File: src/hdl/wle_pkg.sv
// Shared types and constants for the WS2812 line encoder.
// No dependencies; compiled first.
`default_nettype none

package wle_pkg;

	// Input and result field widths
	localparam int unsigned COUNT_W     = 8;
	localparam int unsigned CHAN_W      = 8;
	localparam int unsigned TICK_W      = 16;
	localparam int unsigned GAP_W       = 20;
	localparam int unsigned COLOUR_BITS = 3 * CHAN_W;
	localparam int unsigned COLOUR_IDX_W = $clog2(COLOUR_BITS);

	// Default pixel length in bits, legal range 24 to 32
	localparam int unsigned BITS_PER_PIXEL_DEF = 24;

	// Configuration channel
	localparam int unsigned CFG_IDX_W  = 2;
	localparam int unsigned CFG_DATA_W = GAP_W;

	typedef enum logic [CFG_IDX_W-1:0] {
		CFG_BIT_PERIOD = 2'd0,
		CFG_ONE_HIGH   = 2'd1,
		CFG_ZERO_HIGH  = 2'd2,
		CFG_RESET_LOW  = 2'd3
	} cfg_reg_t;

	localparam logic [TICK_W-1:0] BIT_PERIOD_RST = 16'd89;
	localparam logic [TICK_W-1:0] ONE_HIGH_RST   = 16'd58;
	localparam logic [TICK_W-1:0] ZERO_HIGH_RST  = 16'd29;
	localparam logic [GAP_W-1:0]  RESET_LOW_RST  = 20'd72000;

	localparam logic [COLOUR_BITS-1:0] BLACK = 24'h000000;

	typedef struct packed {
		logic [TICK_W-1:0] bit_period_ticks;
		logic [TICK_W-1:0] one_high_ticks;
		logic [TICK_W-1:0] zero_high_ticks;
		logic [GAP_W-1:0]  reset_low_ticks;
	} cfg_t;

	typedef enum logic [1:0] {
		PH_IDLE = 2'd0,
		PH_SEND = 2'd1,
		PH_GAP  = 2'd2
	} phase_t;

endpackage

`default_nettype wire

File: src/hdl/wle_if.sv
// Channel interfaces of the WS2812 line encoder: command items, results, register writes.
// Depends on wle_pkg for field widths.
`default_nettype none

interface wle_item_if;
	logic                         valid;
	logic                         ready;
	logic                         action;
	logic [wle_pkg::COUNT_W-1:0]  led_count;
	logic                         only_last_lit;
	logic [wle_pkg::CHAN_W-1:0]   red;
	logic [wle_pkg::CHAN_W-1:0]   green;
	logic [wle_pkg::CHAN_W-1:0]   blue;

	modport source (output valid, action, led_count, only_last_lit, red, green, blue,
		input ready);
	modport sink (input valid, action, led_count, only_last_lit, red, green, blue,
		output ready);
endinterface

interface wle_result_if;
	logic valid;
	logic ready;
	logic line_level;
	logic busy_res;
	logic rejected;
	logic frame_done;

	modport source (output valid, line_level, busy_res, rejected, frame_done, input ready);
	modport sink (input valid, line_level, busy_res, rejected, frame_done, output ready);
endinterface

interface wle_cfg_if;
	logic                           valid;
	logic                           ready;
	logic [wle_pkg::CFG_IDX_W-1:0]  index;
	logic [wle_pkg::CFG_DATA_W-1:0] data;

	modport source (output valid, index, data, input ready);
	modport sink (input valid, index, data, output ready);
endinterface

`default_nettype wire

File: src/hdl/wle_cfg_regs.sv
// Timing register file of the WS2812 line encoder.
// Depends on wle_pkg and wle_cfg_if.
`default_nettype none

module wle_cfg_regs (
	input  logic          clk,
	input  logic          arst_n,
	wle_cfg_if.sink       cfg,
	output wle_pkg::cfg_t regs
);
	import wle_pkg::*;

	cfg_t regs_q;

	assign cfg.ready = 1'b1;
	assign regs      = regs_q;

	always_ff @(posedge clk or negedge arst_n) begin
		if (!arst_n) begin
			regs_q.bit_period_ticks <= BIT_PERIOD_RST;
			regs_q.one_high_ticks   <= ONE_HIGH_RST;
			regs_q.zero_high_ticks  <= ZERO_HIGH_RST;
			regs_q.reset_low_ticks  <= RESET_LOW_RST;
		end else if (cfg.valid && cfg.ready) begin
			unique case (cfg_reg_t'(cfg.index))
				CFG_BIT_PERIOD: regs_q.bit_period_ticks <= cfg.data[TICK_W-1:0];
				CFG_ONE_HIGH:   regs_q.one_high_ticks   <= cfg.data[TICK_W-1:0];
				CFG_ZERO_HIGH:  regs_q.zero_high_ticks  <= cfg.data[TICK_W-1:0];
				CFG_RESET_LOW:  regs_q.reset_low_ticks  <= cfg.data[GAP_W-1:0];
			endcase
		end
	end

endmodule

`default_nettype wire

File: src/hdl/wle_core.sv
// Frame sequencer and result register of the WS2812 line encoder.
// Depends on wle_pkg, wle_item_if and wle_result_if.
`default_nettype none

module wle_core #(
	parameter int unsigned BITS_PER_PIXEL = wle_pkg::BITS_PER_PIXEL_DEF
) (
	input  logic          clk,
	input  logic          arst_n,
	input  wle_pkg::cfg_t regs,
	wle_item_if.sink      item,
	wle_result_if.source  result
);
	import wle_pkg::*;

	localparam int unsigned BIT_IDX_W = $clog2(BITS_PER_PIXEL);

	// frame state
	phase_t                  phase_q, phase_d;
	logic [TICK_W-1:0]       tick_q, tick_d;
	logic [BIT_IDX_W-1:0]    bit_q, bit_d;
	logic [COUNT_W-1:0]      pix_q, pix_d;
	logic [COLOUR_BITS-1:0]  colour_q, colour_d;
	logic                    mode_q, mode_d;
	logic [GAP_W-1:0]        gap_q, gap_d;
	logic                    done_d;

	// result register
	logic out_valid_q;
	logic line_q, busy_q, rej_q, done_q;
	logic line_d, busy_d, rej_d;

	logic                    accept;
	logic                    bit_last;
	logic [COLOUR_BITS-1:0]  word;
	logic [COLOUR_IDX_W-1:0] col_idx;
	logic                    cur_bit;
	logic [TICK_W-1:0]       high_ticks;
	logic [GAP_W-1:0]        gap_inc;

	assign item.ready = !out_valid_q || result.ready;
	assign accept     = item.valid && item.ready;

	assign bit_last = (bit_q == BIT_IDX_W'(BITS_PER_PIXEL - 1));
	assign word     = (mode_q && pix_q > COUNT_W'(1)) ? BLACK : colour_q;
	assign col_idx  = COLOUR_IDX_W'(COLOUR_BITS - 1) - COLOUR_IDX_W'(bit_q);
	// padding bits past the colour go out as zeros
	assign cur_bit  = (bit_q < BIT_IDX_W'(COLOUR_BITS)) ? word[col_idx] : 1'b0;
	assign high_ticks = cur_bit ? regs.one_high_ticks : regs.zero_high_ticks;
	assign gap_inc  = gap_q + GAP_W'(1);

	// next state
	always_comb begin
		phase_d  = phase_q;
		tick_d   = tick_q;
		bit_d    = bit_q;
		pix_d    = pix_q;
		colour_d = colour_q;
		mode_d   = mode_q;
		gap_d    = gap_q;
		done_d   = 1'b0;
		if (item.action) begin
			if (phase_q == PH_IDLE && item.led_count != '0) begin
				colour_d = {item.green, item.red, item.blue};
				mode_d   = item.only_last_lit;
				pix_d    = item.led_count;
				tick_d   = '0;
				bit_d    = '0;
				gap_d    = '0;
				phase_d  = PH_SEND;
			end
		end else begin
			unique case (phase_q)
				PH_SEND: begin
					if (tick_q >= regs.bit_period_ticks) begin
						tick_d = '0;
						if (bit_last) begin
							bit_d = '0;
							pix_d = pix_q - COUNT_W'(1);
							if (pix_q == COUNT_W'(1)) begin
								gap_d = '0;
								if (regs.reset_low_ticks == '0) begin
									phase_d = PH_IDLE;
									done_d  = 1'b1;
								end else begin
									phase_d = PH_GAP;
								end
							end
						end else begin
							bit_d = bit_q + BIT_IDX_W'(1);
						end
					end else begin
						tick_d = tick_q + TICK_W'(1);
					end
				end
				PH_GAP: begin
					if (gap_inc >= regs.reset_low_ticks) begin
						gap_d   = '0;
						phase_d = PH_IDLE;
						done_d  = 1'b1;
					end else begin
						gap_d = gap_inc;
					end
				end
				PH_IDLE: phase_d = PH_IDLE;
				default: phase_d = PH_IDLE;
			endcase
		end
	end

	// result fields
	always_comb begin
		line_d = 1'b0;
		busy_d = 1'b0;
		rej_d  = 1'b0;
		if (item.action) begin
			rej_d  = (phase_q != PH_IDLE);
			busy_d = (phase_q != PH_IDLE) || (item.led_count != '0);
		end else begin
			unique case (phase_q)
				PH_SEND: begin
					line_d = (tick_q < high_ticks);
					busy_d = 1'b1;
				end
				PH_GAP:  busy_d = 1'b1;
				PH_IDLE: busy_d = 1'b0;
				default: busy_d = 1'b0;
			endcase
		end
	end

	always_ff @(posedge clk or negedge arst_n) begin
		if (!arst_n) begin
			phase_q  <= PH_IDLE;
			tick_q   <= '0;
			bit_q    <= '0;
			pix_q    <= '0;
			colour_q <= '0;
			mode_q   <= 1'b0;
			gap_q    <= '0;
		end else if (accept) begin
			phase_q  <= phase_d;
			tick_q   <= tick_d;
			bit_q    <= bit_d;
			pix_q    <= pix_d;
			colour_q <= colour_d;
			mode_q   <= mode_d;
			gap_q    <= gap_d;
		end
	end

	always_ff @(posedge clk or negedge arst_n) begin
		if (!arst_n) begin
			out_valid_q <= 1'b0;
		end else if (accept) begin
			out_valid_q <= 1'b1;
		end else if (result.ready) begin
			out_valid_q <= 1'b0;
		end
	end

	always_ff @(posedge clk) begin
		if (accept) begin
			line_q <= line_d;
			busy_q <= busy_d;
			rej_q  <= rej_d;
			done_q <= done_d;
		end
	end

	assign result.valid      = out_valid_q;
	assign result.line_level = line_q;
	assign result.busy_res   = busy_q;
	assign result.rejected   = rej_q;
	assign result.frame_done = done_q;

	a_idle_no_pixels: assert property (@(posedge clk) disable iff (!arst_n)
		phase_q == PH_IDLE |-> pix_q == '0)
		else $error("idle with pixels still pending");

	a_send_has_pixels: assert property (@(posedge clk) disable iff (!arst_n)
		phase_q == PH_SEND |-> pix_q != '0 && bit_q < BIT_IDX_W'(BITS_PER_PIXEL))
		else $error("sending with no pixel or bit index out of range");

	a_accept_fills: assert property (@(posedge clk) disable iff (!arst_n)
		accept |=> out_valid_q)
		else $error("accepted transaction left no result");

	// with no gap the last bit tick may still be high, so the line is not checked
	a_done_not_rejected: assert property (@(posedge clk) disable iff (!arst_n)
		out_valid_q && done_q |-> busy_q && !rej_q)
		else $error("frame end result carries inconsistent flags");

endmodule

`default_nettype wire

File: src/hdl/ws2812_line_encoder.sv
// Top level of the WS2812 line encoder: register file plus frame sequencer.
// Depends on wle_pkg, wle_if, wle_cfg_regs and wle_core.
`default_nettype none

// WS2812 single-wire LED line encoder. Each transaction on the item channel is
// either a tick (one timer clock of the waveform) or a start command that latches
// pixel count, GRB colour and the only-last-lit mode. Every transaction gives
// exactly one result: the line level for that tick plus busy, rejected and
// frame_done flags. The result is registered in the output register. Item ready
// is high whenever that register is empty or being drained in the same cycle, so
// with result ready held high the block runs at one item every cycle. The bit
// timing registers are written over the cfg channel, which is always ready;
// write them only with no frame running. BITS_PER_PIXEL (24 to 32) sets the bits
// sent per pixel, extra bits being zeros.

module ws2812_line_encoder #(
	parameter int unsigned BITS_PER_PIXEL = wle_pkg::BITS_PER_PIXEL_DEF
) (
	input  logic         clk,
	input  logic         arst_n,
	wle_cfg_if.sink      cfg,
	wle_item_if.sink     item,
	wle_result_if.source result
);
	import wle_pkg::*;

	cfg_t regs;

	// timing registers, read live by the sequencer
	wle_cfg_regs u_cfg_regs (
		.clk    (clk),
		.arst_n (arst_n),
		.cfg    (cfg),
		.regs   (regs)
	);

	// frame sequencer with its result register
	wle_core #(
		.BITS_PER_PIXEL (BITS_PER_PIXEL)
	) u_core (
		.clk    (clk),
		.arst_n (arst_n),
		.regs   (regs),
		.item   (item),
		.result (result)
	);

endmodule

`default_nettype wire

File: src/flat_wrapper.sv
// flat-port wrapper written by rule: the top's interface ports become plain ports
module ws2812_line_encoder_flat import wle_pkg::*;
#(
	parameter int unsigned BITS_PER_PIXEL = wle_pkg::BITS_PER_PIXEL_DEF
)
  (clk, arst_n, cfg_valid, cfg_index, cfg_data, cfg_ready, item_valid, item_action, item_led_count, item_only_last_lit, item_red, item_green, item_blue, item_ready, result_valid, result_line_level, result_busy_res, result_rejected, result_frame_done, result_ready);
  wle_cfg_if cfg_i ();
  wle_item_if item_i ();
  wle_result_if result_i ();
  input  logic clk;
  input  logic arst_n;
  input wire logic [$bits(cfg_i.valid)-1:0] cfg_valid;
  input wire logic [$bits(cfg_i.index)-1:0] cfg_index;
  input wire logic [$bits(cfg_i.data)-1:0] cfg_data;
  output wire logic [$bits(cfg_i.ready)-1:0] cfg_ready;
  input wire logic [$bits(item_i.valid)-1:0] item_valid;
  input wire logic [$bits(item_i.action)-1:0] item_action;
  input wire logic [$bits(item_i.led_count)-1:0] item_led_count;
  input wire logic [$bits(item_i.only_last_lit)-1:0] item_only_last_lit;
  input wire logic [$bits(item_i.red)-1:0] item_red;
  input wire logic [$bits(item_i.green)-1:0] item_green;
  input wire logic [$bits(item_i.blue)-1:0] item_blue;
  output wire logic [$bits(item_i.ready)-1:0] item_ready;
  output wire logic [$bits(result_i.valid)-1:0] result_valid;
  output wire logic [$bits(result_i.line_level)-1:0] result_line_level;
  output wire logic [$bits(result_i.busy_res)-1:0] result_busy_res;
  output wire logic [$bits(result_i.rejected)-1:0] result_rejected;
  output wire logic [$bits(result_i.frame_done)-1:0] result_frame_done;
  input wire logic [$bits(result_i.ready)-1:0] result_ready;
  assign cfg_i.valid = cfg_valid;
  assign cfg_i.index = cfg_index;
  assign cfg_i.data = cfg_data;
  assign cfg_ready = cfg_i.ready;
  assign item_i.valid = item_valid;
  assign item_i.action = item_action;
  assign item_i.led_count = item_led_count;
  assign item_i.only_last_lit = item_only_last_lit;
  assign item_i.red = item_red;
  assign item_i.green = item_green;
  assign item_i.blue = item_blue;
  assign item_ready = item_i.ready;
  assign result_valid = result_i.valid;
  assign result_line_level = result_i.line_level;
  assign result_busy_res = result_i.busy_res;
  assign result_rejected = result_i.rejected;
  assign result_frame_done = result_i.frame_done;
  assign result_i.ready = result_ready;
  ws2812_line_encoder #(.BITS_PER_PIXEL(BITS_PER_PIXEL)) u_core (.clk(clk), .arst_n(arst_n), .cfg(cfg_i), .item(item_i), .result(result_i));
endmodule
File: config.mk
export PLATFORM = sky130hd
export DESIGN_NAME = ws2812_line_encoder_flat
export DESIGN_NICKNAME = d
export VERILOG_FILES = /design/src/hdl/wle_pkg.sv /design/src/hdl/wle_if.sv /design/src/hdl/wle_cfg_regs.sv /design/src/hdl/wle_core.sv /design/src/hdl/ws2812_line_encoder.sv /design/src/flat_wrapper.sv
export SDC_FILE = /design/constraint.sdc
export NUM_CORES = 1
export LEC_CHECK = 0
export BUFFER_PORTS_ARGS = -buffer_cell sky130_fd_sc_hd__buf_2
export CAP_MARGIN = 20
export CORE_AREA = 2 2 133 135
export DETAILED_ROUTE_END_ITERATION = 10
export DIE_AREA = 0 0 135 137
export PLACE_DENSITY = 0.79
export SETUP_SLACK_MARGIN = 0.1
export SLEW_MARGIN = 20
export SYNTH_ARGS = -nofsm -noshare
export SYNTH_HDL_FRONTEND = slang
export SYNTH_SLANG_ARGS = --single-unit
File: constraint.sdc
create_clock -name clk -period 3.6 [get_ports clk]
set_clock_uncertainty 0.15 [all_clocks]
set_input_delay 0.54 -clock clk [delete_from_list [all_inputs] [get_ports clk]]
set_output_delay 0.54 -clock clk [all_outputs]
set_load 0.1 [all_outputs]
==> impl_metrics.json, run 1 <==
{
  "setup_slack_ns": 0.0930,
  "yosysWarnings": 0,
  "ctsHtreeMaxLevel": 4,
  "rr_worst_depth": 13,
  "grt_max_degree": 111,
  "antenna_cells": 0,
  "required_ns": 3.63,
  "ant_nets": 0,
  "ctsLongestPathBuffers": 2,
  "synthTopCellsByArea": "dfrtp_1, mux2_2, ha_1",
  "clock_latency_ns": 0.42,
  "num_vias": 6654,
  "dp_worst_setup_slack_ns": -0.130,
  "finalMaxSlewViolations": 0,
  "yosys-top-cells-count": "dfrtp_1, mux2_2, nand2_1",
  "maxCapViolations": 0,
  "synth_area_per_cell_um2": 10.3,
  "hp-class": "input port to async pin",
  "worst-slew-pin-transition_ns": 1.05,
  "critical_path_class": "flip-flop to flip-flop",
  "cts-root-buf": "clkbuf_16",
  "synthCells": 811,
  "fp.dieW_um": 135,
  "drtIter0Drc": 535,
  "power.leakage_nw": 4.81,
  "postSynth.asyncResetShare_pct": 97.3,
  "outcome": "finished, final reports clean",
  "port_buffers": 66,
  "gp_congestion": 0.832,
  "fp-row-count": 48,
  "drc": 0,
  "grtUsageTotal_pct": 21.9,
  "holdWs_ns": 0.0829,
  "period_share_pct": 97.4,
  "hold_viol": 0,
  "hpwl_mm": 13.6,
  "vias_per_cell": 5.73,
  "peakVddDrop_mv": 0.427,
  "core_um2": 17100,
  "synth_cell_types": 62,
  "rrSetupSlack_ns": 0.09,
  "path_clk_slew_ns": 0.06,
  "synth.net_count": 933,
  "maxSlewHeadroom_pct": 29.7,
  "clock_sinks": 149,
  "power_density_nw_per_um2": 550,
  "die_area_um2": 18500,
  "rr_startpoint": "u_core.u_core.pix_q[4]",
  "end_kind": "flip-flop",
  "numCtsBuffers": 17,
  "final-setup-viol-count": 0,
  "ys_seq_area_share_pct": 45.0,
  "globalRouteOverflowTotal": 0,
  "grt_antenna_before_repair": 1,
  "drive_gt1_share_pct": 31.6,
  "grt_pass1_vias": 6534,
  "die_h_um": 137,
  "fmax_mhz": 285,
  "cp_max_fo": 8,
  "grt_pass1_wl_mm": 32.0,
  "r2r_end": "u_core.u_core.result.line_level",
  "cts_tree": "built",
  "drt_wl_total_mm": 20.2,
  "fillers": 1362,
  "avgRoutedWirePerCell_um": 17.4,
  "rsz0062_at_grt": "true",
  "area_growth_pct": 21.3,
  "synth_edf_count": 4,
  "fin_nets": 1046,
  "synth_top_area_cell": "dfrtp_1",
  "period_needed_ns": 3.51,
  "critPathLaunchType": "flip-flop",
  "ys.flop_type": "dfrtp_1",
  "mappedNetlistArea_um2": 8390,
  "first_pass_iters": 5,
  "io_pins": 68,
  "synth.top_cell.area_share_pct": 38.2,
  "cp.arrival_ns": 3.53,
  "ctsHoldBuffers": 0,
  "ys_ff_latch": 149,
  "yosysMostFrequentCell": "dfrtp_1",
  "start_util_pct": 49.2
}
-- routing by layer --
| layer | GRT usage [%] | wire length, um | up-vias |
|---|---|---|---|
| li1 | - | - | 3140 |
| met1 | 28.3 | 8790 | 3249 |
| met2 | 36.5 | 9870 | 212 |
| met3 | 4.78 | 1020 | 51 |
| met4 | 7.52 | 537 | 2 |
| met5 | 0 | 13 | - |
-- area by class of cell --
| cell class | count | area (um^2) | share of cell area, % |
|---|---|---|---|
| tap | 225 | 282 | 2.77 |
| inverter | 54 | 203 | 1.99 |
| clock buffer | 22 | 454 | 4.46 |
| timing repair buffer | 127 | 866 | 8.51 |
| sequential | 149 | 3770 | 37.1 |
| multi-input combinational | 575 | 4490 | 44.1 |
| clock inverter | 10 | 109 | 1.07 |
-- logic make-up after synthesis --
logic type,after synthesis,share of synthesized area [%]
muxes,109,14.5
adders and majority gates,61,9.10
buffers and inverters,88,4.13
xor gates and xnor gates,25,2.61
other,1,0.0447
and+or+nand+nor,235,13.8
AOI/OAI and AO/OA,143,10.8
DFF,149,45.0
-- through the flow --
stage               instance area [um^2]  setup TNS, ns  std cells  utilization (%)  power, mW
floorplan                           8430              0        811                -       3.24
global placement                    9190              0       1104             53.9       3.60
detailed placement                  9190         -0.726       1104             53.9       3.67
CTS                                 9820              0       1141             57.6       5.41
global route                       10200        -0.0690       1162             59.6       5.89
finish                             10200              0       1162             59.6       5.60
-- flip-flops by register name, indices dropped and copies added (netlist names) --
signal,flops
u_core.u_core.bit_q,5
u_core.u_core.colour_q,24
u_core.u_core.pix_q,8
u_core.u_core.result.rejected,1
u_core.u_core.result.line_level,1
u_core.u_core.result.frame_done,1
u_core.u_cfg_regs.regs,68
u_core.u_core.tick_q,16
u_core.u_core.result.busy_res,1
u_core.u_core.result.valid,1
u_core.u_core.mode_q,1
u_core.u_core.phase_q,2
u_core.u_core.gap_q,20
-- how the worst max path moves through the flow --
stage / slack, ns / startpoint / endpoint
2_1_floorplan: 0.03 / u_core.u_core.gap_q[0] / u_core.u_core.phase_q[1]
3_3_place_gp: 0.06 / u_core.u_core.gap_q[1] / u_core.u_core.phase_q[1]
3_5_place_dp: -0.13 / u_core.u_core.gap_q[1] / u_core.u_core.phase_q[1]
4_1_cts: 0.10 / u_core.u_core.pix_q[4] / u_core.u_core.result.line_level
5_1_grt: -0.04 / u_core.u_core.gap_q[1] / u_core.u_core.phase_q[1]
6_report: 0.09 / u_core.u_core.pix_q[4] / u_core.u_core.result.line_level
-- critical path, stage by stage, from the launching register on --
cell	delay, ns
dfrtp_1	0.42
or4_4	0.56
nor3_4	0.17
o2111ai_2	0.11
or3_4	0.44
clkbuf_16	0.19
buf_4	0.14
mux2i_1	0.11
ha_1	0.27
and4_4	0.21
o211ai_1	0.11
nor2_2	0.10
o41ai_1	0.07
and3_1	0.19
-- report_power, final --
group | total (mW) | switching [mW] | leakage, nW | internal (mW)
clock | 1.72 | 0.688 | 0.274 | 1.03
combinational | 1.61 | 0.789 | 2.69 | 0.821
sequential | 2.27 | 0.240 | 1.85 | 2.03
total | 5.60 | 1.72 | 4.81 | 3.88
-- timing repair --
item                       in CTS  in global routing
cloned                          0                  2
setup buffers                   5                 20
setup endpoints to repair      20                 18
pin swaps                       3                 28
resized for setup               9                 40
-- layout by cell type, fill, tap and decap left out, types with 24 or more instances in the layout --
cell	instances
mux2_2	78
a21oi_1	26
o21ai_1	25
ha_1	58
buf_4	51
nand3_1	41
nand2_1	74
nor2_1	34
inv_1	52
dfrtp_1	127
buf_2	65
o21ai_0	24
mux2i_1	26
Power figures use the tool's default switching activity.
==> run 2, diff against run 1 <==
Settings changed: CELL_PAD_IN_SITES_DETAIL_PLACEMENT set to 2, CELL_PAD_IN_SITES_GLOBAL_PLACEMENT set to 2, CORE_AREA 2 2 133 135 to 2 2 156 158, DIE_AREA 0 0 135 137 to 0 0 158 160, PLACE_DENSITY 0.79 to 0.77.
==> impl_metrics.json, run 2 (same netlist as run 1, synthesis figures left out) <==
{
  "outcome": "finished, violations left",
  "violations": "negative setup slack",
  "fmax_mhz": 267,
  "globalRouteOverflowTotal": 0,
  "drive_gt1_share_pct": 38.4,
  "drtIter0Drc": 283,
  "hold_path_depth": 2,
  "peakVddDrop_mv": 0.295,
  "area_growth_pct": 30.5,
  "dp_worst_setup_slack_ns": -0.135,
  "cts_tree": "built",
  "cp.arrival_ns": 3.91,
  "numCtsBuffers": 17,
  "maxSlewHeadroom_pct": 25.7,
  "cts-root-buf": "clkbuf_16",
  "grt_pass1_vias": 7687,
  "grt_antenna_before_repair": 0,
  "start_util_pct": 35.2,
  "ctsHtreeMaxLevel": 4,
  "port_buffers": 66,
  "io_pins": 68,
  "seq_power_share_pct": 37.5,
  "worst-slew-pin-transition_ns": 1.11,
  "layout_common_cells": "dfrtp_1, mux2_2, buf_4",
  "clock_latency_ns": 0.44,
  "finalMaxSlewViolations": 0,
  "crit_slowest_cell": "or4_4",
  "hpwl_mm": 18.2,
  "antenna_cells": 0,
  "die_area_um2": 25300,
  "rr_startpoint": "u_core.u_core.gap_q[8]",
  "required_ns": 3.76,
  "fillers": 2471,
  "maxCapViolations": 0,
  "drt_wl_total_mm": 30.7,
  "num_vias": 7013,
  "grtUsageTotal_pct": 22.3,
  "critPathTopFamily": "simple AND/OR/NAND/NOR gates",
  "path_depth": 15,
  "grt_pass1_wl_mm": 43.3,
  "path_clk_slew_ns": 0.07,
  "power_density_nw_per_um2": 562,
  "core_um2": 23800,
  "fp.dieW_um": 158,
  "holdPathEnd": "u_core.u_core.result.valid",
  "cp_max_fo": 4,
  "stdcell_area_um2": 10900,
  "rsz0062_at_grt": "true",
  "fp-row-count": 57,
  "hp-class": "input port to flip-flop",
  "rrSetupSlack_ns": -0.14,
  "crit_buf_inv": 2,
  "ant_nets": 0,
  "gp_congestion": 0.777,
  "fin_nets": 1072,
  "grt_max_degree": 64,
  "first_pass_iters": 4,
  "drc": 0,
  "power.leakage_nw": 5.14,
  "period_needed_ns": 3.74,
  "r2r_end": "u_core.u_core.phase_q[1]",
  "die_h_um": 160,
  "critical_path_class": "flip-flop to flip-flop",
  "rr_worst_depth": 15,
  "min_from": "item_valid",
  "largest_reg_flops": 68,
  "p_int_mw": 4.05,
  "period_share_pct": 104,
  "end_kind": "flip-flop",
  "clock_sinks": 149,
  "pwr-share-clk_pct": 32.4,
  "critPathLaunchType": "flip-flop",
  "worstPathCellList": "nand4_1 -> nor3_4 -> nor3b_4 -> buf_4 -> nand3_2 -> xnor2_2 -> ha_1 -> nand3_2 -> or4_4 -> a21oi_4 -> o21ai_2 -> and4_4 -> buf_6 -> a211oi_1 -> o21ai_1",
  "avgRoutedWirePerCell_um": 23.8,
  "ctsLongestPathBuffers": 2,
  "setup_slack_ns": -0.142,
  "final-setup-viol-count": 23,
  "p_total_mw": 6.15,
  "hold_viol": 0,
  "layout_commonest_cell": "dfrtp_1",
  "vias_per_cell": 5.45,
  "path_common_cell": "nand3_2",
  "power_frac_comb_pct": 30.1,
  "switching_power_mw": 2.10,
  "max_stage_delay_ns": 0.57,
  "dpl_cell_area_um2": 9430,
  "switching_share_pct": 34.2
}
==> run 2: cell type report <==
type                       instances  area [um^2]  share of cell area, %
inverter                          54          203                   1.85
multi-input combinational        574         4810                   44.0
clock inverter                    15          205                   1.88
tap                              324          405                   3.70
clock buffer                      17          425                   3.89
timing repair buffer             154         1120                   10.2
sequential                       149         3770                   34.5
==> run 2: worst max path at each step <==
stage	start	to	slack (ns)
2_1_floorplan	u_core.u_core.gap_q[0]	u_core.u_core.phase_q[1]	0.03
3_3_place_gp	u_core.u_core.pix_q[5]	u_core.u_core.result.line_level	-0.09
3_5_place_dp	u_core.u_core.bit_q[0]	u_core.u_core.result.line_level	-0.14
4_1_cts	u_core.u_core.bit_q[0]	u_core.u_core.result.line_level	-0.05
5_1_grt	u_core.u_core.gap_q[8]	u_core.u_core.phase_q[1]	-0.32
6_report	u_core.u_core.gap_q[8]	u_core.u_core.phase_q[1]	-0.14
==> run 2: worst register-to-register path, cell delays in order, from the launching register on <==
cell and delay (ns):
dfrtp_1 0.41, nand4_1 0.22, nor3_4 0.21, nor3b_4 0.30
buf_4 0.17, nand3_2 0.09, xnor2_2 0.17, ha_1 0.30
nand3_2 0.08, or4_4 0.57, a21oi_4 0.17, o21ai_2 0.10
and4_4 0.24, buf_6 0.13, a211oi_1 0.22, o21ai_1 0.09
==> run 2: routing by layer <==
| layer | wire length (um) | global-route usage, % | up-vias |
|---|---|---|---|
| li1 | - | - | 3186 |
| met1 | 12700 | 28.3 | 3635 |
| met2 | 16300 | 39.6 | 142 |
| met4 | 854 | 5.69 | 0 |
| met3 | 824 | 3.31 | 50 |
| met5 | 0 | 0 | - |
==> run 2: metrics by stage <==
stage	util (%)	setup TNS, ns	std cells	hold WS [ns]
floorplan	-	0	811	0.0944
global placement	39.6	-0.0918	1215	0.326
detailed placement	39.6	-0.942	1215	0.333
CTS	43.3	-0.0458	1266	0.141
global route	45.9	-5.59	1287	0.156
finish	45.9	-2.09	1287	0.151
==> run 2: repair_timing <==
item / 4_1_cts / 5_1_grt
setup buffers: 18 / 19
cloned: 0 / 2
resized for setup: 26 / 89
hold buffers: 1 / 0
setup endpoints to repair: 21 / 24
endpoints found under the hold margin: 51 / 0
pin swaps: 14 / 34
==> run 2: power groups by stage <==
stage	logic (mW)	clock network, mW	registers, mW
after floorplan	0.998	0	2.24
after detailed placement	1.48	0	2.30
final	1.85	1.99	2.30
after global routing	2.01	2.09	2.34
after CTS	1.58	2.00	2.28
after global placement	1.40	0	2.27
==> run 3, diff against run 2 <==
Settings changed: CORE_AREA 2 2 156 158 to 2 2 155 157, DIE_AREA 0 0 158 160 to 0 0 157 159, SYNTH_HIERARCHICAL set to 1.
==> impl_metrics.json, run 3 <==
{
  "layout_common_cells": "dfrtp_1, mux2_2, buf_4",
  "cts-root-buf": "clkbuf_16",
  "dpl_cell_area_um2": 9670,
  "final_cells": 1271,
  "fin_nets": 1061,
  "postSynth.asyncResetShare_pct": 97.3,
  "maxSlewHeadroom_pct": 19.2,
  "ant_nets": 0,
  "drt_wl_total_mm": 37.6,
  "cts_tree": "built",
  "setup_slack_ns": -0.450,
  "final-setup-viol-count": 23,
  "largest_reg_flops": 68,
  "grt_pass1_vias": 8389,
  "max_stage_delay_ns": 0.45,
  "rsz0062_at_grt": "true",
  "drtIter0Drc": 490,
  "hold_path_depth": 2,
  "hpwl_mm": 19.5,
  "hp-class": "input port to flip-flop",
  "power.leakage_nw": 5.23,
  "numCtsBuffers": 17,
  "path_clk_slew_ns": 0.07,
  "violations": "negative setup slack",
  "setup_tns_ns": -4.38,
  "period_needed_ns": 4.05,
  "synth-adder-area-share_pct": 9.02,
  "ctsLongestPathBuffers": 2,
  "synth_area_per_cell_um2": 11.0,
  "rr_worst_depth": 15,
  "finalMaxSlewViolations": 0,
  "stdcell_area_um2": 11200,
  "synth_edf_count": 4,
  "synth_top_area_cell": "dfrtp_1",
  "yosysWarnings": 6,
  "post-place-cells": 1211,
  "fmax_mhz": 247,
  "die_h_um": 159,
  "yosys-top-cells-count": "dfrtp_1, mux2_2, ha_1",
  "area_growth_pct": 32.1,
  "core_um2": 23200,
  "synthTopCellsByArea": "dfrtp_1, mux2_2, ha_1",
  "outcome": "finished, violations left",
  "crit_buf_inv": 2,
  "cp_max_fo": 10,
  "power_density_nw_per_um2": 600,
  "worstPathCellList": "buf_6 -> mux2i_1 -> and3_1 -> a31o_2 -> o41ai_2 -> o21a_4 -> buf_6 -> mux2i_1 -> ha_1 -> a21oi_1 -> nor2_1 -> a2111oi_2 -> o21ai_1 -> or4_1 -> o22ai_1",
  "ys.flop_type": "dfrtp_1",
  "worst-slew-pin-transition_ns": 1.21,
  "fp-row-count": 56,
  "vias_per_cell": 5.87,
  "path_depth": 15,
  "synthMuxAreaShare_pct": 16.3,
  "period_share_pct": 113,
  "synth.top_cell.area_share_pct": 37.9,
  "synth_cell_types": 75,
  "mappedNetlistArea_um2": 8460,
  "drc": 0,
  "holdWs_ns": 0.167,
  "grtUsageTotal_pct": 27.8,
  "synth_compound_area_share_pct": 10.0,
  "critPathTopFamily": "compound AO/OA/AOI/OAI gates",
  "grt_antenna_before_repair": 0,
  "globalRouteOverflowTotal": 0,
  "avgRoutedWirePerCell_um": 29.6,
  "drive_gt1_share_pct": 43.7,
  "required_ns": 3.73,
  "multi_input_area_um2": 4900,
  "port_buffers": 66,
  "peakVddDrop_mv": 0.370,
  "fillers": 2344,
  "io_pins": 68,
  "clock_sinks": 149,
  "crit_slowest_cell": "or4_1",
  "fp.dieW_um": 157,
  "critPathLaunchType": "flip-flop",
  "ctsHtreeMaxLevel": 4,
  "yosysMostFrequentCell": "dfrtp_1",
  "layout_commonest_cell": "dfrtp_1",
  "grt_max_degree": 62,
  "dp_worst_setup_slack_ns": -0.639,
  "maxCapViolations": 0,
  "hold_viol": 0,
  "first_pass_iters": 5,
  "critical_path_class": "flip-flop to flip-flop",
  "antenna_cells": 0,
  "synthCells": 768,
  "num_vias": 7455,
  "gp_congestion": 0.801,
  "synth_top_family_by_area": "multiplexers",
  "ys_seq_area_share_pct": 44.6,
  "end_kind": "flip-flop",
  "register_area_um2": 3770,
  "clock_latency_ns": 0.45,
  "synth_xor_area_share_pct": 3.00,
  "synthSimpleGateAreaFrac_pct": 12.9,
  "cp.arrival_ns": 4.18,
  "die_area_um2": 25000,
  "start_util_pct": 36.5,
  "synth.net_count": 890,
  "ys_ff_latch": 149,
  "grt_pass1_wl_mm": 51.6
}
run 3: cell count changes in the layout (fill, tap and decap cells not counted), sizes merged, moves of 6 or more:
cell / change
nor2: +11
clkbuf: +7
inv: -14
buf: +26
mux2i: -8
a21oi: -7
nand3: -11
o21ai: -19
mux2: +16
nor3: +6
and3: +8
nand2: -34
o2bb2ai: -7
run 3: layer usage:
layer,share of wire [%],global-route usage (%)
met5,0,0
met4,5.4,14.4
met3,4.6,5.69
met1,40,33.1
met2,51,47.2
run 3: worst paths after layout:
check | start | endpoint | slack, ns
max | u_core/u_core/bit_q[0] | u_core/u_core/result.line_level | -0.45
min | item_valid | u_core/u_core/result.valid | 0.17
max reg2reg | u_core/u_core/bit_q[0] | u_core/u_core/result.line_level | -0.45
min reg2reg | u_core/u_cfg_regs/regs[38] | u_core/u_cfg_regs/regs[38] | 0.36
max in group asynchronous | arst_n | u_core/u_cfg_regs/regs[16] | 1.96
min in group asynchronous | arst_n | u_core/u_core/colour_q[19] | 0.48
run 3: logic make-up after synthesis:
family	Yosys count
XOR/XNOR	29
AND/OR/NAND/NOR	210
multiplexers	119
other	1
buffers and inverters	76
adder cells (fa/ha/maj)	61
flip-flops	149
AO/OA/AOI/OAI	123
run 3: layout make-up:
| class | count | area share, % |
|---|---|---|
| inverter | 50 | 1.70 |
| tap | 319 | 3.57 |
| clock inverter | 6 | 1.21 |
| sequential | 149 | 33.8 |
| clock buffer | 26 | 4.76 |
| timing repair buffer | 178 | 11.2 |
| multi-input combinational | 543 | 43.8 |
run 3: worst reg2reg max path: stages, from the launching register on:
cell,delay [ns]
dfrtp_2,0.44
buf_6,0.15
mux2i_1,0.14
and3_1,0.22
a31o_2,0.24
o41ai_2,0.32
o21a_4,0.25
buf_6,0.21
mux2i_1,0.24
ha_1,0.29
a21oi_1,0.17
nor2_1,0.08
a2111oi_2,0.25
o21ai_1,0.14
or4_1,0.45
o22ai_1,0.16
run 3: what timing repair did:
action	CTS	global route
buffers inserted	14	14
setup endpoints to repair	23	24
pin swaps	30	29
endpoints found under the hold margin	44	0
resized for setup	80	56
hold buffers	1	0
run 3: where the power goes:
group | internal (mW) | total (mW) | switching [mW]
clock | 1.30 | 2.11 | 0.808
combinational | 1.04 | 2.19 | 1.14
sequential | 2.07 | 2.41 | 0.339
run 3: metrics by stage:
stage	power, mW	util [%]
final	6.71	48.2
after detailed placement	4.18	41.7
after global placement	4.04	41.7
after CTS	6.48	46.7
after floorplan	3.48	-
after global routing	6.96	48.2
